## config.mk

```make
export PLATFORM = sky130hd
export DESIGN_NAME = fsp_queue
export DESIGN_NICKNAME = d
export VERILOG_FILES = /design/src/hdl/fsp_pkg.sv /design/src/hdl/fsp_queue.sv
export SDC_FILE = /design/constraint.sdc
export NUM_CORES = 1
export LEC_CHECK = 0
export ABC_AREA = 1
export BUFFER_PORTS_ARGS = -buffer_cell sky130_fd_sc_hd__buf_4
export CORE_UTILIZATION = 40
export CTS_CLUSTER_SIZE = 24
export DETAILED_ROUTE_END_ITERATION = 10
export PLACE_DENSITY = 0.61
export SLEW_MARGIN = 15
export SYNTH_ARGS = -nofsm -noshare
export SYNTH_HDL_FRONTEND = slang
export SYNTH_SLANG_ARGS = --single-unit
```

## constraint.sdc

```tcl
create_clock -name clk -period 6.2 [get_ports clk]
set_input_delay 0.31 -clock clk [delete_from_list [all_inputs] [get_ports clk]]
set_output_delay 0.31 -clock clk [all_outputs]
set_load 0.02 [all_outputs]
```

## src/hdl/fsp_pkg.sv

```systemverilog
// Shared types and constants for the Fibonacci sphere point generator.
// No dependencies; used by every module under hdl/.
`timescale 1ns / 1ps
package fsp_pkg;

  localparam int OUT_FRAC_BITS = 15;
  localparam int CNT_W         = 17;
  localparam int IDX_W         = 16;
  localparam int COORD_W       = 16;
  localparam int Q_BITS        = OUT_FRAC_BITS + 1;   // bits of rounded |z| and of sqrt result
  localparam logic [CNT_W-1:0] COUNT_RESET = 17'd256;
  // golden angle in turns, 32-bit phase, rounded
  localparam logic [31:0] GOLDEN_STEP = 32'h61C88647;
  // CORDIC gain 0.607252935 in Q0.32
  localparam logic [31:0] CORDIC_GAIN = 32'd2608131496;
  localparam logic [31:0] ONE_SQ      = 32'(64'd1 << (2 * OUT_FRAC_BITS));

  typedef struct packed {
    logic              oor;
    logic              neg;
    logic [CNT_W-1:0]  mag;
    logic [31:0]       phase;
  } item_t;

  // atan(2^-k) in 2^32 units per turn
  function automatic logic [31:0] atan_turn(input int k);
    logic [31:0] a;
    case (k)
      0: a = 32'h20000000;  1: a = 32'h12E4051E;  2: a = 32'h09FB385B;  3: a = 32'h051111D4;
      4: a = 32'h028B0D43;  5: a = 32'h0145D7E1;  6: a = 32'h00A2F61E;  7: a = 32'h00517C55;
      8: a = 32'h0028BE53;  9: a = 32'h00145F2F; 10: a = 32'h000A2F98; 11: a = 32'h000517CC;
      12: a = 32'h00028BE6; 13: a = 32'h000145F3; 14: a = 32'h0000A2F9; 15: a = 32'h0000517C;
      16: a = 32'h000028BE; 17: a = 32'h0000145F; 18: a = 32'h00000A2F; 19: a = 32'h00000517;
      20: a = 32'h0000028B; 21: a = 32'h00000145; 22: a = 32'h000000A2; 23: a = 32'h00000051;
      24: a = 32'h00000028; 25: a = 32'h00000014; 26: a = 32'h0000000A; 27: a = 32'h00000005;
      28: a = 32'h00000002; 29: a = 32'h00000001;
      default: a = 32'h00000000;
    endcase
    return a;
  endfunction

endpackage

```

## src/hdl/fsp_queue.sv

```systemverilog
// Two-entry queue between front and back so each side stalls on its own.
// Depends on fsp_pkg.
`timescale 1ns / 1ps
module fsp_queue (
  input  logic           clk,
  input  logic           rst_n,
  input  logic           push_valid,
  output logic           push_ready,
  input  fsp_pkg::item_t push_item,
  output logic           pop_valid,
  input  logic           pop_ready,
  output fsp_pkg::item_t pop_item
);

  fsp_pkg::item_t mem_r [0:1];
  logic           wr_ptr_r, rd_ptr_r;
  logic [1:0]     cnt_r;
  logic           push, pop;

  assign push_ready = cnt_r != 2'd2;
  assign pop_valid  = cnt_r != 2'd0;
  assign pop_item   = mem_r[rd_ptr_r];
  assign push       = push_valid && push_ready;
  assign pop        = pop_valid && pop_ready;

  always_ff @(posedge clk) begin
    if (!rst_n) begin
      wr_ptr_r <= 1'b0;
      rd_ptr_r <= 1'b0;
      cnt_r    <= 2'd0;
    end else begin
      if (push) wr_ptr_r <= !wr_ptr_r;
      if (pop)  rd_ptr_r <= !rd_ptr_r;
      cnt_r <= cnt_r + {1'b0, push} - {1'b0, pop};
    end
    if (push) begin
      mem_r[wr_ptr_r] <= push_item;
    end
  end

endmodule

```

# == Word-level counts from Yosys, hierarchy flattened ==
# Memories as Yosys holds them, arrays and structs flattened. A register that Yosys moved wholly into a read port is not among the register bits.
# Cells that the tools add are included.
# op_classes
eq_ne,1
n_reduce_logical,5
n_addsub,2
muxes,4
# op_table
operator,n
$mux W1,4
$add A2 B1 Y2,1
$logic_and A1 B1 Y1,2
$logic_not A1 Y1,2
$ne A2 B2 Y1 const B,1
$reduce_bool A2 Y1,1
$sub A2 B1 Y2,1
# word_totals
ramBits,102
output_inout_bits,53
register_bits,4
elab_cells,16
mem_count,1
# mem_list
memory,depth,width,rd,rd_ports_with_merged_regs,write_ports,line,rtl
mem_r,2,51,1,1,1,fsp_queue.sv:15,fsp_pkg::item_t mem_r [0:1];

# == Longest topological paths before layout ==
# depth
depth_word,4
ltp_mapped,11

# == Worst setup path before layout ==
# OpenSTA, ideal clock, no wires.
# synth_path
path_kind,flip-flop to flip-flop
start,reg cnt_r[0]
end,mem mem_r[1][0] in the netlist's numbering (enable)
setup_ns,0.461
arrival_ns,2.913
slack_ns,2.825
path_stages_with_launch,5
required_time_ns,5.739
synth_period_minus_slack_ns,3.375
path_buffers,0
path_cell_list,dfxtp_1 inv_1 nand2_1 nand2_1 nor2_1
# synth_via
elab_chain_cells,4
# synth_lines
item,line,rtl
from (decl),fsp_queue.sv:17,logic [1:0] cnt_r;
from (signal assigned),fsp_queue.sv:34,"cnt_r <= cnt_r + {1'b0, push} - {1'b0, pop};"
$ne A2 B2 Y1,fsp_queue.sv:20,assign push_ready = cnt_r != 2'd2;
via push_ready,fsp_queue.sv:8,"output logic push_ready,"
$logic_and A1 B1 Y1,fsp_queue.sv:23,assign push = push_valid && push_ready;
$mux W1,fsp_queue.sv:36,if (push) begin
$mux W1 (implied by the code),fsp_queue.sv:37,mem_r[wr_ptr_r] <= push_item;
to (decl),fsp_queue.sv:15,
# The timed path passes the listed nets, and every way through them passes these cells.

==> key figures <==
Outcome
  • Status: completed

Setup path
  • Crit path arrival time: about 2.0 ns
  • Delay-heaviest family, CP: flip-flops
  • Worst path max stage delay: 1.01 ns
  • Req. time, crit path: ~6 ns
  • Worst-path cell chain: mux2_2, buf_4
  • Slowest stage cell, crit path: dfxtp_4
  • Crit path kind: reg -> out
  • Worst setup EP type: primary output
  • Crit start category: flop
  • Worst path buffer plus inverter count: 1
  • Worst-path maximum fanout: 51

Power
  • Final Power: 2.05 mW
  • P per Cell Area: ~400 nW/um^2
  • LEAKAGE: approximately 2.1 nW
  • Worst IR drop on VDD: 0.000189 V

GRT
  • Largest net degree at the start of global routing: 52
  • Total Routing Usage GR: about an eighth
  • Grt met2 use: a little over a fifth
  • Met3 GRT Util: 2.94%
  • M1 GR Usage: 15.0%
  • Grt peak-use layer: met2
  • Initial antenna violation count: 0
  • GR Overflow Total: 0
  • First-pass GRT wire length: 10200 um
  • Vias in the first global route: about 2000

Clock tree
  • Reg clk slew, reported paths: 0.10 ns
  • CTS sink cnt: ~110
  • CTS tree: built
  • # hold bufs at CTS: 0
  • Clk Latency, worst-skew pair: ~0.35 ns
  • Inserted Clock Buffers: 9
  • Root Buffer: clkbuf_8
  • Max Buffers Root-to-Sink: 2
  • Setup bufs post-CTS: 0
  • Post-cts resize count: 0
  • H-tree depth: 3

Timing
  • Clock Skews: roughly 0.013 ns
  • Final min period: ~2.3 ns
  • Worst slew pin tran: ~0.97 ns
  • Rel. slew slack: 35.4%
  • Fin worst setup slack: approximately 4 ns
  • Hold Vio Cnt, Final: 0
  • Final setup fails: 0
  • Setup TNS: 0 ns
  • Tcrit/Tclk final: ~36%
  • Max Transition Viols Final: 0
  • RSZ-0062 raised after global routing: false
  • Max Clk Rate: roughly 440 MHz

Synthesis
  • Yosys warnings: 0
  • Post-Syn Instances: slightly below 200
  • Synth top area share: approximately 73%
  • Mapped Avg Cell Area: 21.4 um^2
  • Synth area leaders: edfxtp_1 (73%), mux2_4 (18%), buf_12 (2.4%)
  • #FFs+latches synth: 107
  • Post-Syn Area: between 4000 and 5000 um^2
  • Syn Nets: 251
  • Distinct cells, synth: 14
  • Cell taking the most area after synthesis: edfxtp_1
  • Seq/Total Area, Yosys: about three quarters

Job
  • Max_cap viols: 0

Cells and area
  • Commonest non-fill, non-tap cell in the layout: buf_4
  • Filler cells: roughly 820
  • Most frequent cells in the layout: buf_4 (109), edfxtp_1 (102), mux2_4 (50), nand2_1 (11), clkbuf_8 (9)
  • Multi-input logic area: just under 900 um^2
  • Fin nets: ~370
  • N_diodes: 0
  • Layout cells sized above 1: about 56%
  • Storage element area: approximately 3200 um^2
  • Area growth syn-to-layout: 25.8%
  • Post-route core utilization: 52.7%

Floorplan
  • Core Footprint: between 9000 and 10000 um^2
  • # IOs: 108
  • Die X: between 100 and 150 um
  • Starting Density: a little over two fifths
  • Die Area: between 10000 and 15000 um^2
  • Num rows: 36
  • Die Span Y: about 100 um

Drt
  • Routed Antenna Nets: 0
  • 1st-iter DRT viols: 69
  • Routed len/inst: approximately 15 um
  • DR pass1 iterations: 4
  • Drt via density: between 4 and 5
  • Drt total wl: approximately 6700 um
  • Remaining DRCs: 0
  • Total number of vias: between 2000 and 2500

Placed design
  • DP HPWL: roughly 4400 um
  • Placer Congestion: approximately 0.67
  • Port Buffers: about 110
  • DP Worst Slack: approximately 4.2 ns

Worst hold path
  • Hold Path Class: in -> reg
report_power, final:
| group | internal, mW | switching, mW |
|---|---|---|
| Combinational | 0.340 | 0.307 |
| Sequential | 0.918 | 0.0824 |
| Clock | 0.185 | 0.215 |
| Total | 1.44 | 0.604 |
synthesized netlist by cell type (all sizes together):
cell      n
buf       6
a21oi     1
mux2     51
inv       7
ha        1
edfxtp  102
nand2    11
xnor2     1
nor2      9
nand3     1
dfxtp     5
layout make-up:
cell class                 count  area share [%]
clock buffer                  11            2.50
clock inverter                 5            1.03
inverter                       7           0.501
multi-input combinational     75            16.9
sequential                   107            60.3
tap                          133            3.17
timing repair buffer         109            15.6
worst paths after layout:
kind / from / end / slack (ns) / cells after the start
max: flop / pop_item[50] / 3.94 / 2
min: push_item[36] / mem_r[1][36]$_DFFE_PP_ / 0.13 / 1
max reg2reg: cnt_r[0]$_SDFF_PN0_ / mem_r[1][44]$_DFFE_PP_ / 4.23 / 5
min reg2reg: rd_ptr_r$_SDFFE_PN0P_ / flop / 0.50 / 2
flip-flops by register name, summed over array words and instances, names as in the netlist, named ones only:
| name | cells |
|---|---|
| cnt_r | 2 |
| rd_ptr_r | 1 |
| mem_r | 102 |
| wr_ptr_r | 1 |
routing by layer:
metal | part of all wire (%) | wire, um
met5 | 0 | 0
met4 | 1.6 | 104
met3 | 4.9 | 326
met2 | 52 | 3470
met1 | 42 | 2790
metrics by stage:
step / hold slack, ns / cells / instance area [um^2]
detailed placement: 0.490 / 431 / 5060
floorplan: 0.403 / 195 / 4170
global route: 0.108 / 447 / 5250
global placement: 0.479 / 431 / 5060
finish: 0.134 / 447 / 5250
CTS: 0.114 / 447 / 5250
cell families (layout without fill, tap and decap cells):
| group | Yosys count | count (layout) | share of synthesized area, % |
|---|---|---|---|
| flops | 107 | 107 | 75.8 |
| xor+xnor | 1 | 1 | 0.210 |
| fa+ha+maj | 1 | 1 | 0.300 |
| buf+inv | 13 | 132 | 3.30 |
| mux | 51 | 51 | 18.3 |
| simple gates | 21 | 21 | 1.98 |
| compound gates | 1 | 1 | 0.120 |
Note: power is estimated with default switching activity, not from simulation.
