==> config.mk <==
export PLATFORM = sky130hd
export DESIGN_NAME = fsp_front
export DESIGN_NICKNAME = d
export VERILOG_FILES = /design/src/hdl/fsp_pkg.sv /design/src/hdl/fsp_front.sv
export SDC_FILE = /design/constraint.sdc
export NUM_CORES = 1
export LEC_CHECK = 0
export BUFFER_PORTS_ARGS = -buffer_cell sky130_fd_sc_hd__buf_2
export CORE_ASPECT_RATIO = 0.6
export CORE_UTILIZATION = 66
export DETAILED_ROUTE_END_ITERATION = 6
export PLACE_DENSITY = 0.94
export SLEW_MARGIN = 15
export SYNTH_ARGS = -nofsm -noshare
export SYNTH_HDL_FRONTEND = slang
export SYNTH_SLANG_ARGS = --single-unit
==> constraint.sdc <==
create_clock -name clk -period 13.1 [get_ports clk]
set_clock_uncertainty 0.05 [all_clocks]
set_input_delay 0.655 -clock clk [delete_from_list [all_inputs] [get_ports clk]]
set_output_delay 0.655 -clock clk [all_outputs]
set_load 0.02 [all_outputs]
==> src/hdl/fsp_pkg.sv <==
// Shared types and constants for the Fibonacci sphere point generator.
// No dependencies; used by every module under hdl/.
`timescale 1ns / 1ps
package fsp_pkg;

  localparam int OUT_FRAC_BITS = 15;
  localparam int CNT_W         = 17;
  localparam int IDX_W         = 16;
  localparam int COORD_W       = 16;
  localparam int Q_BITS        = OUT_FRAC_BITS + 1;   // bits of rounded |z| and of sqrt result
  localparam logic [CNT_W-1:0] COUNT_RESET = 17'd256;
  // golden angle in turns, 32-bit phase, rounded
  localparam logic [31:0] GOLDEN_STEP = 32'h61C88647;
  // CORDIC gain 0.607252935 in Q0.32
  localparam logic [31:0] CORDIC_GAIN = 32'd2608131496;
  localparam logic [31:0] ONE_SQ      = 32'(64'd1 << (2 * OUT_FRAC_BITS));

  typedef struct packed {
    logic              oor;
    logic              neg;
    logic [CNT_W-1:0]  mag;
    logic [31:0]       phase;
  } item_t;

  // atan(2^-k) in 2^32 units per turn
  function automatic logic [31:0] atan_turn(input int k);
    logic [31:0] a;
    case (k)
      0: a = 32'h20000000;  1: a = 32'h12E4051E;  2: a = 32'h09FB385B;  3: a = 32'h051111D4;
      4: a = 32'h028B0D43;  5: a = 32'h0145D7E1;  6: a = 32'h00A2F61E;  7: a = 32'h00517C55;
      8: a = 32'h0028BE53;  9: a = 32'h00145F2F; 10: a = 32'h000A2F98; 11: a = 32'h000517CC;
      12: a = 32'h00028BE6; 13: a = 32'h000145F3; 14: a = 32'h0000A2F9; 15: a = 32'h0000517C;
      16: a = 32'h000028BE; 17: a = 32'h0000145F; 18: a = 32'h00000A2F; 19: a = 32'h00000517;
      20: a = 32'h0000028B; 21: a = 32'h00000145; 22: a = 32'h000000A2; 23: a = 32'h00000051;
      24: a = 32'h00000028; 25: a = 32'h00000014; 26: a = 32'h0000000A; 27: a = 32'h00000005;
      28: a = 32'h00000002; 29: a = 32'h00000001;
      default: a = 32'h00000000;
    endcase
    return a;
  endfunction

endpackage

==> src/hdl/fsp_front.sv <==
// Front stage: takes an index, flags out-of-range, forms |n-1-2i| and the azimuth phase.
// Depends on fsp_pkg.
`timescale 1ns / 1ps
module fsp_front (
  input  logic                      clk,
  input  logic                      rst_n,
  input  logic                      in_valid,
  output logic                      in_ready,
  input  logic [fsp_pkg::IDX_W-1:0] in_point_index,
  input  logic [fsp_pkg::CNT_W-1:0] point_count,
  output logic                      item_valid,
  input  logic                      item_ready,
  output fsp_pkg::item_t            item
);

  logic           v_r;
  fsp_pkg::item_t item_r, item_nxt;
  logic [18:0]    d;
  logic [18:0]    dabs;

  assign in_ready   = !v_r || item_ready;
  assign item_valid = v_r;
  assign item       = item_r;

  always_comb begin
    d    = 19'(point_count) - 19'd1 - {2'b00, in_point_index, 1'b0};
    dabs = d[18] ? (19'd0 - d) : d;
    item_nxt.oor   = {1'b0, in_point_index} >= point_count;
    item_nxt.neg   = d[18];
    item_nxt.mag   = dabs[fsp_pkg::CNT_W-1:0];
    item_nxt.phase = 32'(in_point_index * fsp_pkg::GOLDEN_STEP);
  end

  always_ff @(posedge clk) begin
    if (!rst_n) begin
      v_r <= 1'b0;
    end else if (in_ready) begin
      v_r <= in_valid;
    end
    if (in_ready && in_valid) begin
      item_r <= item_nxt;
    end
  end

endmodule

==> Word level (Yosys, flattened, before mapping) <==
Cells that the tools add are included.
{ "word_totals": {"ramBits": 0, "inputBits": 37, "wordCells": 14, "romBits": 0, "memories": 0, "latch_bits": 0, "reg_bits": 52, "output_inout_bits": 53} }
{ "op_classes": {"n_bitwise": 0, "div_mod_pow": 0, "mul": 1, "n_reduce_logical": 3, "mux": 1, "eq_ne": 0, "addsub": 3, "shift": 0, "order_cmp": 1} }
{ "op_table": {"columns": ["cell", "count"], "rows": [
  ["multiplier 16 x 31 -> 32 bit, second input constant", 1],
  ["subtractor 18 x 18 -> 19 bit", 1],
  ["subtractor 17 x 1 -> 18 bit, second input constant", 1],
  ["greater-or-equal comparator 16 x 17 -> 1 bit", 1],
  ["2-to-1 mux 17 bit", 1],
  ["subtractor 1 x 17 -> 17 bit, first input constant", 1],
  ["logical AND 1 bit", 1],
  ["zero test 1 bit", 1],
  ["logical OR 1 bit", 1]
]} }

==> Longest topological paths before layout <==
Gate-level depths: netlist of run 1.
{ "depth": {"depth_word": 4, "ltp_mapped": 22, "depth_no_buf": 22} }

==> Worst setup path before layout of run 1 <==
Ideal clock, no wire load.
{ "synth_timing": {"path_kind": "input -> register", "from": "input port in_point_index[1] (netlist name)", "to": "register item_r (netlist bit item[31]) (data pin)", "arrival_ps": 5430, "setup_ps": 260, "cell_stages": 20, "path_slack_ps": 7360, "path_cell_list": "ha_1 ha_1 fa_1 inv_1 fa_1 inv_1 fa_1 inv_1 fa_1 inv_1 ha_1 a21o_1 a221oi_1 a21boi_1 o21ba_2 o31ai_1 o41ai_2 o21bai_1 a21oi_1 xnor2_1"} }
{ "synth_rtl": {"columns": ["item", "line_no", "text"], "rows": [
  ["start, declared", "fsp_front.sv:9", "input logic [fsp_pkg::IDX_W-1:0] in_point_index,"],
  ["end signal, assigned", "fsp_front.sv:41", "item_r <= item_nxt;"],
  ["end, declared", "fsp_front.sv:17", "fsp_pkg::item_t item_r, item_nxt;"]
]} }

==> run metrics, run 1 <==
most common cell in the netlist ha_1; Avg Vias per Cell 5.86; Slew Limit Fails 0; number of synthesized flops with an enable pin 51; CTS root buf clkbuf_16; total CTS buffers 5; Synth top area share 27.0%; Tcrit/Tclk final 47.9%; H-Tree Level Count 2; # setup viols final 0; cell count after synthesis 815; final WL 19800 um; Async SR Flop Fraction 0%; relative slew slack 49.1%; HP Class register to register; synth warn 0; worst-path maximum fanout 10; via count 6311; CTS sink count 52; crit end category register; Placed Cells 1069; clock power share 7.0%; NumNets Final 1206; share of cells above drive strength 1 12.7%; Mapped Nets 1110; setup repair bufs after CTS 0; area of the core 0.0121 mm2; CTS Hold Bufs 0; CP Cell Sequence buf_2, ha_1, ha_1, fa_1, inv_1, fa_1, inv_1, fa_1, inv_1, fa_1, inv_1, ha_1, a21o_1, a221oi_1, a21boi_1, o21ba_2, o31ai_1, o41ai_2, o21bai_1, a21oi_1, xnor2_1; NetSw 937 uW; GRT Util Overall 31.7%; initial core utilization 68.1%; slowest cell on the critical path fa_1; critical path required time 13.10 ns; Synth Cell Area 0.00825 mm2; ys flop type edfxtp_1; min cycle time layout 6.27 ns; CTS max path bufs 2; Filler cells 906; Reg power frac 16.8%; GR Overflow Total 0; Post-synth top cells ha_1, inv_1, fa_1; number of global-route vias before repair 5860; post-CTS sizing 0; die area 0.0130 mm2; Port Buffers 89; DRC violations left 0; Max Freq 159 MHz; Area Growth Syn to Fin 9.68%; largest area contributor in the netlist ha_1; Netlist cell types 57; pin count of the biggest net entering global routing 52; static leakage 0.00461 uW; ant diodes 0; starting DRC count in detailed routing 513; dpl cell area 0.00890 mm2; kind of critical path primary input to register; status finished, final reports clean; Final Core Density 74.7%; final hold violation count 0; critical path arrival 6.28 ns; register bit total from synthesis 52; PD cells 216 mW/mm2; post-route cell area 0.00904 mm2; Clk Latency, worst-skew pair 0.30 ns; Die Width 146 um; total negative slack 0 ns; initial antenna violation count 0; CTS tree done; Max-Cap Viols 0; R2R Setup Slk 11.54 ns; Finished Layout Cells 1077; post-DP HPWL 16900 um; sequential area share after synthesis 18.8%; I/O Pins 90; startpoint types primary input; Pint 1020 uW; Mapped Avg Cell Area 10.1 um2; row count 31; logic gate share of total power 76.2%; first-pass GRT wire length 30900 um; switch share 47.9%; RePlAce Congestion 0.955; Worst-path clk slew 0.07 ns; worst slew pin tran 0.754 ns; die height 88.6 um; unrepaired setup endpoints after global routing no; maximum VDD drop 246 uV; DRT antenna net count 0; top post-synthesis cells by area ha_1, fa_1, edfxtp_1; CP peak stage delay 0.53 ns; WP buf/inv 5; per-cell routed wire length 18.4 um; crit-path leading delay family adder cells; drt first pass iters 7
logic make-up after synthesis:
kind of cell	Yosys count	share of synthesized area, %
buffers and inverters	170	7.78
AOI/OAI and AO/OA	128	10.8
muxes	1	0.121
and+or+nand+nor	133	8.24
adders and majority gates	258	46.4
DFF	52	18.8
xor gates and xnor gates	73	7.84
placed cells by master, fill, tap and decap left out, types with 17 or more instances in the layout:
cell type	count
inv_1	168
nor2_1	42
o21ai_0	17
a21oi_1	32
xnor2_1	58
nand2_1	17
edfxtp_1	51
ha_1	178
fa_1	80
buf_2	89
per-stage QoR:
| stage | worst slack, ns | total power, uW | hold slack, ns |
|---|---|---|---|
| 3_3_place_gp | 6.75 | 1760 | 0.468 |
| 5_1_grt | 6.54 | 2140 | 0.535 |
| 4_1_cts | 6.89 | 1940 | 0.502 |
| 2_1_floorplan | 7.36 | 1440 | 0.700 |
| 3_5_place_dp | 6.57 | 1790 | 0.491 |
| 6_report | 6.83 | 1950 | 0.492 |
final timing paths:
check	startpoint	to	cells after the start
worst max-delay path	in_point_index[1]	item[31]	21
worst min-delay path	item_valid	item_valid	2
worst max register to register	item_valid	item[20]	3
worst min register to register	item_valid	item_valid	2
cell type report:
type	instances	area, um2	area share (%)
tap	165	206	2.28
multi-input combinational	593	6050	66.9
clock buffer	6	129	1.42
inverter	169	634	7.01
sequential	52	1550	17.2
clock inverter	2	16.3	0.180
timing repair buffer	90	453	5.01
sequential cells by signal, summed over array words and instances (netlist names):
| name | count |
|---|---|
| item | 51 |
| item_valid | 1 |
worst reg2reg max path: cells and delay by family (launching register included):
family                 cells  cell delay, ns
buffers and inverters      1            0.55
AND/OR/NAND/NOR            2            0.24
flip-flops                 1            0.31
power by group through the flow:
stage / logic, uW / clock network (uW) / registers [uW]
after detailed placement: 1460 / 0 / 332
after global routing: 1660 / 145 / 333
after floorplan: 1030 / 0 / 408
after CTS: 1480 / 139 / 329
final: 1490 / 137 / 328
after global placement: 1430 / 0 / 332
metal layers:
layer | global-route usage [%] | up-vias | part of all wire (%)
met5 | 0 | - | 0
met2 | 43.6 | 300 | 39
met3 | 7.11 | 19 | 10
met1 | 50.8 | 3035 | 50
met4 | 5.02 | 0 | 0.92
li1 | - | 2957 | -
Note: power is estimated with default switching activity, not from simulation.
==> inputs of run 2 (changes only) <==
--- a/config.mk
+++ b/config.mk
@@ -5,11 +5,12 @@
 export SDC_FILE = /design/constraint.sdc
 export NUM_CORES = 1
 export LEC_CHECK = 0
+export ABC_AREA = 1
 export BUFFER_PORTS_ARGS = -buffer_cell sky130_fd_sc_hd__buf_2
 export CORE_ASPECT_RATIO = 0.6
-export CORE_UTILIZATION = 66
+export CORE_UTILIZATION = 62
 export DETAILED_ROUTE_END_ITERATION = 6
-export PLACE_DENSITY = 0.94
+export PLACE_DENSITY = 0.89
 export SLEW_MARGIN = 15
 export SYNTH_ARGS = -nofsm -noshare
 export SYNTH_HDL_FRONTEND = slang
==> constraint.sdc (replaced) <==
create_clock -name clk -period 5.9 [get_ports clk]
set_clock_uncertainty 0.05 [all_clocks]
set_input_delay 0.295 -clock clk [delete_from_list [all_inputs] [get_ports clk]]
set_output_delay 0.295 -clock clk [all_outputs]
set_load 0.02 [all_outputs]
==> run 2 against run 1 <==
  * Synthesized area increased by 8.9%
  * Cell area increased by 8.7%
  * Synthesized cell count increased by 32%
  * Global-route usage increased by 4.4 points
  * Sequential power increased by 120%
  * Critical path type unchanged
==> run metrics, run 2 <==
share of cells above drive strength 1 10.9%; largest area contributor in the netlist ha_1; CTS max path bufs 2; PD cells 482 mW/mm2; switch share 54.2%; Pint 2170 uW; CTS Hold Bufs 0; Max Freq 190 MHz; CTS sink count 52; DRT antenna net count 0; drt first pass iters 6; status finished, final reports clean; H-Tree Level Count 2; Worst-path clk slew 0.07 ns; number of synthesized flops with an enable pin 51; dpl cell area 0.00969 mm2; total negative slack 0 ns; cell count after synthesis 1072; crit end category register; post-route cell area 0.00983 mm2; first-pass GRT wire length 39700 um; setup repair bufs after CTS 0; Slew Limit Fails 0; # setup viols final 0; Post-synth top cells inv_1, nand2_1, ha_1; die area 0.0150 mm2; starting DRC count in detailed routing 785; initial core utilization 64.6%; CTS tree done; post-CTS sizing 0; Synth Cell Area 0.00898 mm2; Tcrit/Tclk final 89.3%; number of global-route vias before repair 7432; Area Growth Syn to Fin 9.43%; most frequent cells in the layout inv_1, nand2_1, ha_1; Clk Latency, worst-skew pair 0.30 ns; total CTS buffers 5; area of the core 0.0139 mm2; DRC violations left 0; critical path arrival 5.27 ns; Max-Cap Viols 0; CTS root buf clkbuf_16; Mapped Nets 1367; clock power share 6.7%; critical path required time 5.91 ns; Mapped Avg Cell Area 8.38 um2; startpoint types primary input; Die Width 157 um; sequential area share after synthesis 17.3%; RePlAce Congestion 1.03; final WL 25500 um; final total power 4740 uW; NumNets Final 1465; most common cell in the netlist inv_1; post-DP HPWL 22100 um; initial antenna violation count 0; GRT Util Overall 36.1%; I/O Pins 90; Reg power frac 15.4%; NetSw 2570 uW; via count 7753; per-cell routed wire length 18.7 um; logic gate share of total power 77.9%; Netlist cell types 39; min cycle time layout 5.27 ns; unrepaired setup endpoints after global routing no; die height 95.2 um; ys flop type edfxtp_1; Avg Vias per Cell 5.69; top post-synthesis cells by area ha_1, fa_1, edfxtp_1; HP Class primary input to register; final hold violation count 0; most common cell after layout, fill and taps aside inv_1; row count 33; worst slew pin tran 0.710 ns; static leakage 0.00538 uW; Async SR Flop Fraction 0%; Synth top area share 24.8%; relative slew slack 52.7%; maximum VDD drop 327 uV; worst-path maximum fanout 10; ant diodes 0; synth warn 0; Port Buffers 89; pin count of the biggest net entering global routing 52; GR Overflow Total 0; kind of critical path primary input to register; register bit total from synthesis 52; max reg flops 51
[run 2: cell type report]
type / instances / area [um2]
Clock inverter: 2 / 13.8
Timing Repair Buffer: 92 / 468
Multi-Input combinational cell: 779 / 6530
Inverter: 240 / 901
Sequential cell: 52 / 1550
Fill cell: 1140 / 4080
Clock buffer: 6 / 129
Tap cell: 192 / 240
[run 2: path summary, 6_finish.rpt]
kind | to | slack, ns | cells after the start | start
hold reg to reg | item_valid | 0.51 | 2 | item_valid
hold / removal | item_valid | 0.20 | 2 | rst_n
setup / recovery | item[23] | 0.63 | 20 | in_point_index[1]
setup reg to reg | item[1] | 4.39 | 2 | item_valid
[run 2: layer usage]
| metal | wire length, um | track usage [%] | vias up |
|---|---|---|---|
| met1 | 12200 | 55.4 | 3669 |
| met3 | 3940 | 15.2 | 19 |
| li1 | - | - | 3632 |
| met4 | 131 | 4.37 | 0 |
| met2 | 9310 | 47.0 | 433 |
| met5 | 0 | 0 | - |
[run 2: through the flow]
stage,util [%],hold WS (ns),setup slack [ns],std cells
after CTS,70.7,0.196,0.697,1363
after detailed placement,69.6,0.497,0.366,1355
final,70.7,0.196,0.633,1363
after global placement,69.6,0.488,0.522,1355
after global routing,70.7,0.204,0.274,1363
after floorplan,-,0.344,1.09,1072
[run 2: worst max-delay path, cell delays in order]
cell      delay (ns)
buf_2           0.31
ha_1            0.34
ha_1            0.34
fa_1            0.51
inv_1           0.05
fa_1            0.47
inv_1           0.05
fa_1            0.53
inv_1           0.06
fa_1            0.52
inv_1           0.04
ha_1            0.35
nand2_1         0.14
nor2_1          0.23
nand4_1         0.13
o211ai_1        0.41
a21oi_1         0.18
nor2_1          0.12
nor2_1          0.06
xnor2_1         0.14
[run 2: kinds of logic after synthesis]
group,Yosys count,synth area share [%]
AND/OR/NAND/NOR,365,18.0
adder cells (fa/ha/maj),258,42.6
buffers and inverters,241,10.2
AO/OA/AOI/OAI,94,5.88
XOR/XNOR,62,6.04
flip-flops,52,17.3
[run 2: power by group through the flow]
stage	registers (uW)	clock network, uW	logic [uW]
5_1_grt	745	334	4080
3_3_place_gp	737	0	3500
3_5_place_dp	739	0	3580
4_1_cts	732	322	3600
6_report	731	318	3690
2_1_floorplan	905	0	2380
